**src/hdl/time_window_extremum_tracker_macros.svh**
```systemverilog
// ----------------------------------------------------------------------------
// time_window_extremum_tracker_macros
// Assertion macros used by the tracker top level.
// ----------------------------------------------------------------------------
`ifndef TIME_WINDOW_EXTREMUM_TRACKER_MACROS_SVH
`define TIME_WINDOW_EXTREMUM_TRACKER_MACROS_SVH

// same-cycle implication, clocked on clk, off during rst
`define TWET_ASSERT_NOW(label, ante, cons, msg) \
  label: assert property (@(posedge clk) disable iff (rst) (ante) |-> (cons)) \
    else $error(msg);

// next-cycle implication, clocked on clk, off during rst
`define TWET_ASSERT_NEXT(label, ante, cons, msg) \
  label: assert property (@(posedge clk) disable iff (rst) (ante) |=> (cons)) \
    else $error(msg);

`endif

```
**src/hdl/twet_pkg.sv**
```systemverilog
// ----------------------------------------------------------------------------
// twet_pkg
// Shared widths, register codes and cell-to-cell types of the time window
// extremum tracker.
// ----------------------------------------------------------------------------
package twet_pkg;

  localparam int TWET_DEPTH  = 64;
  localparam int TIME_W      = 32;
  localparam int VALUE_W     = 32;
  localparam int COUNT_W     = 7;
  localparam int CFG_INDEX_W = 2;
  localparam int CFG_DATA_W  = 32;

  localparam logic [TIME_W-1:0] WIDTH_RESET = TIME_W'(1000);

  // configuration register indexes
  typedef enum logic [CFG_INDEX_W-1:0] {
    REG_WINDOW_WIDTH = 2'd0,
    REG_EXTREME_MODE = 2'd1
  } cfg_reg_t;

  typedef enum logic {
    MODE_MAX = 1'b0,
    MODE_MIN = 1'b1
  } mode_t;

  // one held sample, as it moves from a cell to its older neighbor
  typedef struct packed {
    logic                      valid;
    logic [TIME_W-1:0]         stamp;
    logic signed [VALUE_W-1:0] val;
    logic                      dom_max;  // a newer held sample is >= this one
    logic                      dom_min;  // a newer held sample is <= this one
  } twet_entry_t;

  // control and data broadcast to every cell
  typedef struct packed {
    logic                      update;
    logic                      start;
    logic [TIME_W-1:0]         now;
    logic signed [VALUE_W-1:0] new_value;
    logic [TIME_W-1:0]         width;
    mode_t                     mode;
  } twet_bcast_t;

endpackage

```
**src/hdl/twet_cell.sv**
```systemverilog
// ----------------------------------------------------------------------------
// twet_cell
// One slot of the sample chain. Decides its own expiry from the older
// neighbor's status, hands its sample to the older neighbor on update and
// takes the newer neighbor's, and marks itself as the window extreme.
// ----------------------------------------------------------------------------
module twet_cell
  import twet_pkg::*;
(
  input  logic                      clk,
  input  logic                      rst,
  input  twet_bcast_t               bc,
  input  twet_entry_t               entry_in,    // from the newer neighbor
  output twet_entry_t               entry_out,   // to the older neighbor
  input  logic                      gone_older,  // every older cell is empty or expires
  output logic                      gone,
  input  logic                      cand_older,  // an older cell is a candidate
  output logic                      cand_chain,
  input  logic                      held_older,
  output logic                      held,
  output logic                      head,
  output logic                      last,
  output logic signed [VALUE_W-1:0] pick
);

  logic [TIME_W-1:0]         stamp;
  logic signed [VALUE_W-1:0] val;
  logic                      dom_max;
  logic                      dom_min;
  logic                      live;
  logic                      expired;
  logic                      cand;

  // expiry: stamp + width <= now, formed at one extra bit
  assign live    = held & ~bc.start;
  assign expired = ({1'b0, stamp} + {1'b0, bc.width}) <= {1'b0, bc.now};
  assign gone    = ~live | (expired & gone_older);

  // surviving sample moves one cell older, dominance updated by the new value
  always_comb begin
    entry_out.valid   = ~gone;
    entry_out.stamp   = stamp;
    entry_out.val     = val;
    entry_out.dom_max = dom_max | (bc.new_value >= val);
    entry_out.dom_min = dom_min | (bc.new_value <= val);
  end

  // occupancy
  always_ff @(posedge clk) begin
    if (rst) begin
      held <= 1'b0;
    end else if (bc.update) begin
      held <= entry_in.valid;
    end
  end

  // sample payload
  always_ff @(posedge clk) begin
    if (bc.update) begin
      stamp   <= entry_in.stamp;
      val     <= entry_in.val;
      dom_max <= entry_in.dom_max;
      dom_min <= entry_in.dom_min;
    end
  end

  // the oldest undominated sample is the extreme
  assign cand       = held & ~((bc.mode == MODE_MIN) ? dom_min : dom_max);
  assign cand_chain = cand | cand_older;
  assign head       = cand & ~cand_older;
  assign pick       = head ? val : '0;

  // newest-to-oldest occupancy is contiguous, so the last held cell gives the count
  assign last = held & ~held_older;

endmodule

```
**config.mk**
```make
export PLATFORM = sky130hd
export DESIGN_NAME = twet_cell
export DESIGN_NICKNAME = d
export VERILOG_FILES = /design/src/hdl/time_window_extremum_tracker_macros.svh /design/src/hdl/twet_pkg.sv /design/src/hdl/twet_cell.sv
export SDC_FILE = /design/constraint.sdc
export NUM_CORES = 1
export LEC_CHECK = 0
export BUFFER_PORTS_ARGS = -buffer_cell sky130_fd_sc_hd__buf_2
export CORE_UTILIZATION = 40
export CTS_CLUSTER_SIZE = 16
export DETAILED_ROUTE_END_ITERATION = 12
export MAX_ROUTING_LAYER = met4
export PLACE_DENSITY = 0.74
export SLEW_MARGIN = 30
export SYNTH_ARGS = -nofsm -noshare
export SYNTH_HDL_FRONTEND = slang
export SYNTH_SLANG_ARGS = --single-unit
```
**constraint.sdc**
```tcl
create_clock -name clk -period 3.7 [get_ports clk]
set_input_delay 0.185 -clock clk [delete_from_list [all_inputs] [get_ports clk]]
set_output_delay 0.185 -clock clk [all_outputs]
set_load 0.02 [all_outputs]
```
; Word-level counts from Yosys, hierarchy flattened
; Cells that the tools add are included.
[word_totals]
regBits = 67
input_bits = 171
out_inout_bits = 104
word_cells = 26
[op_classes]
add_sub_neg = 1
n_lt_le_gt_ge = 3
muxes = 2
bitwise = 15
[op_table]
columns = cell, count
row1 = $add A32 B32 Y33, 1
row2 = $le A33 B32 Y1, 1
row3 = $ge A32 B32 Y1, 1
row4 = $le A32 B32 Y1, 1
row5 = $mux W32, 1
row6 = $not A1 Y1, 6
row7 = $and A1 B1 Y1, 5
row8 = $or A1 B1 Y1, 4
row9 = $mux W1, 1

; Longest topological paths before layout
; Gate-level depths: netlist (run 1).
[depth]
ltp_word = 5
depth_mapped = 20

; Least setup slack after synthesis (run 1)
; No wires, ideal clock.
[synth_path]
path_kind = register -> output
from = register stamp[0]
to = output gone
arrival_ns = 4.123
setup_slack_ns = -0.608
path_stages_with_launch = 20
path_buffers = 0
path_cell_list = edfxtp_1 > ha_1 > inv_1 > fa_1 > nor2b_1 > o2111ai_1 > a21oi_2 > nor4_4 > o311ai_4 > nand2_1 > a221oi_2 > xor2_1 > ha_1 > a21oi_1 > nor2b_1 > a2111oi_0 > o211ai_1 > a21oi_1 > o2111ai_1 > a32oi_1
[synth_via]
elab_chain_cells = 4
[synth_rtl]
columns = item, line
row1 = "start, declared", twet_cell.sv:26  ; logic [TIME_W-1:0] stamp;
row2 = "start signal, assigned", twet_cell.sv:60  ; stamp <= entry_in.stamp;
row3 = $add A32 B32 Y33, twet_cell.sv:36  ; assign expired = ({1'b0, stamp} + {1'b0, bc.width}) <= {1'b0, bc.now};
row4 = $le A33 B32 Y1, twet_cell.sv:36
row5 = $and A1 B1 Y1, twet_cell.sv:37  ; assign gone = ~live | (expired & gone_older);
row6 = $or A1 B1 Y1, twet_cell.sv:37
row7 = "end, declared", twet_cell.sv:16  ; output logic gone,
; No other way between the ends.

==> results of run 1 <==
==> registers in the layout, indices dropped and copies added (netlist names) <==
| register | count |
|---|---|
| held | 1 |
| stamp | 32 |
| dom_min | 1 |
| val | 32 |
| dom_max | 1 |
==> worst min path at each step <==
stage | endpoint | slack [ps] | cells after the start
floorplan | held$_SDFFE_PP0P_ | 260 | 1
global placement | held$_SDFFE_PP0P_ | 340 | 2
detailed placement | held$_SDFFE_PP0P_ | 350 | 2
CTS | stamp[16]$_DFFE_PP_ | 9 | 1
global route | val[24]$_DFFE_PP_ | 9 | 1
finish | val[5]$_DFFE_PP_ | 20 | 1
==> cell type report <==
type                    instances  share of cell area
inverters                      75              0.0352
well taps                     176              0.0275
repair buffers                345               0.239
clock buffers                  13              0.0300
multi-input cells             407               0.411
flip-flops and latches         67               0.250
clock inverters                 3             0.00485
diodes                          6             0.00188
==> where the power goes <==
group          switching [W]  leakage [nW]  internal (W)  total (W)
clock network       0.000324         0.135      0.000520   0.000844
logic               0.000606          3.38      0.000542    0.00115
registers          0.0000322         0.654      0.000903   0.000935
total               0.000962          4.17       0.00196    0.00293
==> through the flow <==
stage	worst slack, ps	hold WS (ps)	TNS (ps)	area (sq um)
finish	-892	20.2	-1720	8000
global route	-1120	9.01	-2170	8000
CTS	-908	9.32	-1760	7950
detailed placement	-576	350	-1110	7640
global placement	-504	343	-968	7640
floorplan	-293	257	-567	5580
==> synth_stat cells (all sizes together), types with 13 or more instances <==
master,instances,share of area
nor2,21,0.014
xnor2,15,0.024
o21ai,22,0.020
ha,96,0.22
nand2,23,0.016
nor3,38,0.035
edfxtp,66,0.36
nand4,14,0.016
inv,75,0.051
nand3,14,0.013
a21o,26,0.035
a21oi,47,0.046
xor2,13,0.021
==> repair_timing <==
action	CTS	global route
hold buffers	1	0
cloned	0	0
setup buffers	1	1
hold endpoints to repair	1	0
gates resized for setup	2	7
endpoints found under the setup margin	2	2
pin swaps	2	9
==> logic make-up (layout without fill, tap and decap cells) <==
group / count (synthesis) / count (layout) / synth area share
compound gates: 134 / 134 / 0.166
xor+xnor: 28 / 28 / 0.0446
fa+ha+maj: 97 / 97 / 0.222
buf+inv: 86 / 436 / 0.0592
flops: 67 / 67 / 0.364
mux: 3 / 3 / 0.00546
other cells: 0 / 6 / 0
simple gates: 145 / 145 / 0.138
==> worst max-delay path, cell delays in order (launching register included) <==
cell and delay, ps:
edfxtp_1 390, ha_4 150, inv_2 40, fa_2 350, nor2b_2 150, o2111ai_2 140
a21oi_2 230, nor4_4 90, o311ai_4 330, nand2_1 110, a221oi_2 270, xor2_1 190
ha_1 280, a21oi_2 170, nor2b_2 70, a2111oi_2 230, o211ai_1 160, a21oi_2 150
o2111ai_2 170, a32o_2 270, buf_6 130
==> metal layers <==
layer / track usage / wire [um]
met5: - / 0
met4: 0.101 / 444
met3: 0.0536 / 980
met2: 0.417 / 8320
met1: 0.247 / 6510
==> results.md, run 1 <==
* Status: finished with violations
* Failing checks: setup timing
* Worst setup endpoint: entry_out[66]
* Clock Path Buffers at 2
* Drt via density at ~5.0
* Post-Syn Area at approximately 0.0055 sq mm
* Detailed Place HPWL at 13.8 mm
* Synthesized Nets at 828
* CTS Buf Count at 9
* # fillers at 1,205
* Multi-input combinational cell area at 0.00329 sq mm
* Endpoints failing hold at 0
* Netlist cell types at 56
* Register bit count reported by yosys at 67
* PortBufs at about 270
* Hold/Removal Path Class: in -> reg
* R2R Setup Slk at 3020 ps
* Final setup violation count at 2
* Placed insts at 1,067
* Setup ws final at -892 ps
* Register area share after synthesis at 0.364
* Max Cap Violations at 0
* Utilization after layout at 0.600
* Core area at 0.0133 sq mm
* R2R Path Start: held$_SDFFE_PP0P_
* Drc violations at 0
* CP max FO at 4
* Routed WL at 16.2 mm
* Synth Instances at 560
* Syn_area_per_cell at 9.82 sq um
* Pwr Total at around 0.003 W
* Die X at 119 um
* Hold Crit Start: entry_in[7]
* GP Congestion at 0.929
* Number of antenna violations at the first check in global routing at 6
* Clk sinks at 67
* Clk_lat worst skew at 330 ps
* Gr ovfl total at 0
* Non-Filler Instances at 1,092
* Worst-path clk slew at 60 ps
* Number of synthesized flops with an enable pin at 66
* First-pass GRT wire length at roughly 25 mm
* DR pass1 iterations at 4
* Leakage at 4.17 nW
* H-tree depth at 3
* Nets at around 1.2k
* Routed len/inst at 14.9 um
* Slew Viols, Final at 0
* Worst Setup End Kind: primary output
* Crit Reg-Reg Endpoint: held$_SDFFE_PP0P_
* Fmax at ~220 MHz
* Fin crit share at 1.24
* Die H at ~120 um
* Crit Path Class: reg -> out
* Antenna viol nets, final at 0
* Worst slew margin at 0.447
* Die area at 0.0142 sq mm
* Routed via count at 5,461
* WP data required at 3510 ps
* Layout cells sized above 1 at 0.421
* Vias in the first global route at 5,522
* Unrepaired setup endpoints after global routing: yes
* Most common cell after layout, fill and taps aside: buf_2
* Top-level port count at 275
* Total track usage at 0.234
* Starting DRT DRC Count at about 180
* Most frequent cells in the layout: buf_2, ha_1, inv_1
* R2R cell count at 2
* Largest net degree at the start of global routing at 36
* Slew of the pin with the lowest slew margin at 830 ps
* Top_reg_cell synth: edfxtp_1
* Initial core utilization at 0.412
* VDD IR max at 0.252 mV
* Worst Setup SP: stamp[0]$_DFFE_PP_
* Yosys warnings at 0
* Storage cell area at 0.00200 sq mm
* TritonCTS clock tree: yes
* Pwr dens at 366 mW/mm^2
* Clk_skew at 0 ps
* CTS Root Cell: clkbuf_16
* Area Growth Syn to Fin at 45.6%
* Startpoint types: flip-flop
* Site Rows at 42
* Tmin final at roughly 4600 ps
* Async set-reset flop share out of synthesis at 0
* CP arrival at ~4400 ps
Power figures use the tool's default switching activity.
==> run 2, diff against run 1 <==
--- a/config.mk
+++ b/config.mk
@@ -6,11 +6,11 @@
 export NUM_CORES = 1
 export LEC_CHECK = 0
 export BUFFER_PORTS_ARGS = -buffer_cell sky130_fd_sc_hd__buf_2
-export CORE_UTILIZATION = 40
+export CORE_UTILIZATION = 30
 export CTS_CLUSTER_SIZE = 16
 export DETAILED_ROUTE_END_ITERATION = 12
 export MAX_ROUTING_LAYER = met4
-export PLACE_DENSITY = 0.74
+export PLACE_DENSITY = 0.59
 export SLEW_MARGIN = 30
 export SYNTH_ARGS = -nofsm -noshare
 export SYNTH_HDL_FRONTEND = slang
==> results.md, run 2 (synthesized netlist as in run 1, its figures left out) <==
* Status: finished with violations
* Failing checks: setup timing
* Storage cell area at 0.00200 sq mm
* CP arrival at approximately 4400 ps
* Pwr dens at 378 mW/mm^2
* Hold/Removal Path Class: in -> reg
* Crit Path Class: reg -> out
* Most common cell after layout, fill and taps aside: buf_2
* GP Congestion at 0.898
* Vias in the first global route at roughly 5.4k
* Fmax at between 200 and 250 MHz
* Most frequent cells in the layout: buf_2, buf_4, ha_1
* Worst setup endpoint: entry_out[66]
* WP data required at 3510 ps
* Slew Viols, Final at 0
* R2R Setup Slk at 3050 ps
* Worst slew margin at 0.378
* Slowest cell on the critical path: edfxtp_1
* Clk sinks at 67
* Worst Setup End Kind: primary output
* Nets at 1,198
* DR pass1 iterations at 4
* Clk pwr share at 0.321
* Initial core utilization at 0.306
* Detailed Place HPWL at between 10 and 15 mm
* Area Growth Syn to Fin at 52.7%
* Max Cap Violations at 0
* Drt via density at 4.71
* Routed via count at between 5k and 6k
* VDD IR max at 0.205 mV
* Hold Path Stages at 1
* Leakage at roughly 4.3 nW
* Routed WL at 17.5 mm
* R2R Path Start: held$_SDFFE_PP0P_
* Slew of the pin with the lowest slew margin at between 900 and 1000 ps
* First-pass GRT wire length at ~26 mm
* Die H at 137 um
* Register share of total power at 0.295
* Multi-input combinational cell area at 0.00334 sq mm
* Crit path cell chain: buf_6 -> inv_1 -> fa_2 -> nor2b_4 -> o2111ai_2 -> a21oi_2 -> nor4_4 -> o311ai_4 -> buf_4 -> a21oi_4 -> buf_4 -> buf_4 -> o21ai_1 -> xnor2_1 -> ha_1 -> a2111oi_4 -> o211ai_1 -> a21oi_2 -> o2111ai_2 -> a32o_2 -> buf_4
* Metal2 WL at ~8.7 mm
* R2R cell count at 2
* Drc violations at 0
* Worst-path clk slew at 70 ps
* Crit path buf inv count at 6
* Clock Path Buffers at 2
* Endpoints failing hold at 0
* CP dominant cell by count: buf_4
* Met3 routed WL at 1.07 mm
* PortBufs at 274
* CP max FO at 4
* Clk_lat worst skew at around 340 ps
* CTS Buf Count at 9
* DR top layer: met4
* Crit. path cell count at 21
* Hold slack final at 14.5 ps
* Sum of routed wire segments on met1 at roughly 7.3 mm
* Startpoint types: flip-flop
* Biggest regs: stamp: 32 flops, val: 32 flops
* Tmin final at ~4600 ps
* Clk_skew at 0 ps
* Total track usage at 0.183
* Worst Setup SP: stamp[1]$_DFFE_PP_
* CP delay by family, top: compound AO/OA/AOI/OAI gates
* TritonCTS clock tree: yes
* Routed len/inst at 15.0 um
* Fin crit share at 1.25
* Site Rows at 49
* Number of antenna violations at the first check in global routing at 2
* Switching power at 0.00102 W
* Gr ovfl total at 0
* Combinational power share at 0.383
* Final setup violation count at 2
* Starting DRT DRC Count at 175
* Internal at 0.00216 W
* Core area at about 0.018 sq mm
* Top-level port count at 275
* Layout cells sized above 1 at 0.439
* Die area at 0.0189 sq mm
* Largest net degree at the start of global routing at between 60 and 70
* # fillers at 1,742
* CTS Root Cell: clkbuf_16
* Setup ws final at -914 ps
* H-tree depth at 3
* CP max stage delay at 400 ps
* Unrepaired setup endpoints after global routing: yes
* Utilization after layout at 0.467
* Antenna viol nets, final at 0
* Die X at 137 um
* Switching Fraction at 0.321
* Crit Reg-Reg Endpoint: held$_SDFFE_PP0P_
-- run 2: cell count changes in the layout (fill, tap and decap cells not counted), sizes merged, moves of 2 or more --
cell | before | now
buf | 344 | 362
dlygate4sd3 | 1 | 8
clkbuf | 13 | 9
diode | 6 | 3
bufinv | 1 | 3
inv | 75 | 77
-- run 2: area by class of cell --
cell class | instances | area share
Inverter | 75 | 0.0335
Tap cell | 229 | 0.0341
Clock inverter | 7 | 0.0148
Timing Repair Buffer | 370 | 0.253
Antenna cell | 3 | 0.000894
Sequential cell | 67 | 0.238
Multi-Input combinational cell | 407 | 0.398
Clock buffer | 9 | 0.0268
-- run 2: repair_timing --
action	CTS	global route
gates resized for setup	9	6
pin swaps	18	17
setup endpoints to repair	2	2
setup buffers	9	5
hold buffers	6	2
endpoints found under the hold margin	6	2
-- run 2: stage by stage --
step                power (W)  instance area (sq um)  std cells  setup slack (ps)  TNS [ps]
finish                0.00318                   8390       1167              -914     -1760
floorplan             0.00164                   5580        560              -293      -567
CTS                   0.00319                   8310       1158              -800     -1520
detailed placement    0.00210                   7770       1128              -532     -1010
global route          0.00337                   8390       1166             -1100     -2140
global placement      0.00209                   7770       1128              -501      -959
-- run 2: power groups by stage --
stage	registers [W]	clock network [W]	logic [W]
finish	0.000938	0.00102	0.00122
global route	0.000947	0.00106	0.00135
CTS	0.000939	0.00105	0.00120
detailed placement	0.000953	0	0.00115
global placement	0.000952	0	0.00114
floorplan	0.00102	0	0.000622
-- run 2: worst register-to-register path, stage by stage (launching register included) --
cell and delay [ps]:
dfxtp_1 400, mux2i_1 90, nor2_1 100
-- run 2: worst min-delay path by stage --
stage | from | end | slack, ps
after global placement | rst | held$_SDFFE_PP0P_ | 350
after global routing | entry_in[27] | val[25]$_DFFE_PP_ | 1
final | entry_in[37] | stamp[3]$_DFFE_PP_ | 10
after detailed placement | rst | held$_SDFFE_PP0P_ | 350
after floorplan | rst | held$_SDFFE_PP0P_ | 260
after CTS | entry_in[40] | stamp[6]$_DFFE_PP_ | 0.1
-- run 2: layer usage --
layer / up-vias / track usage
met5: - / -
met4: 0 / 0.0635
met3: 25 / 0.0445
met2: 194 / 0.320
met1: 2476 / 0.202
li1: 2805 / -
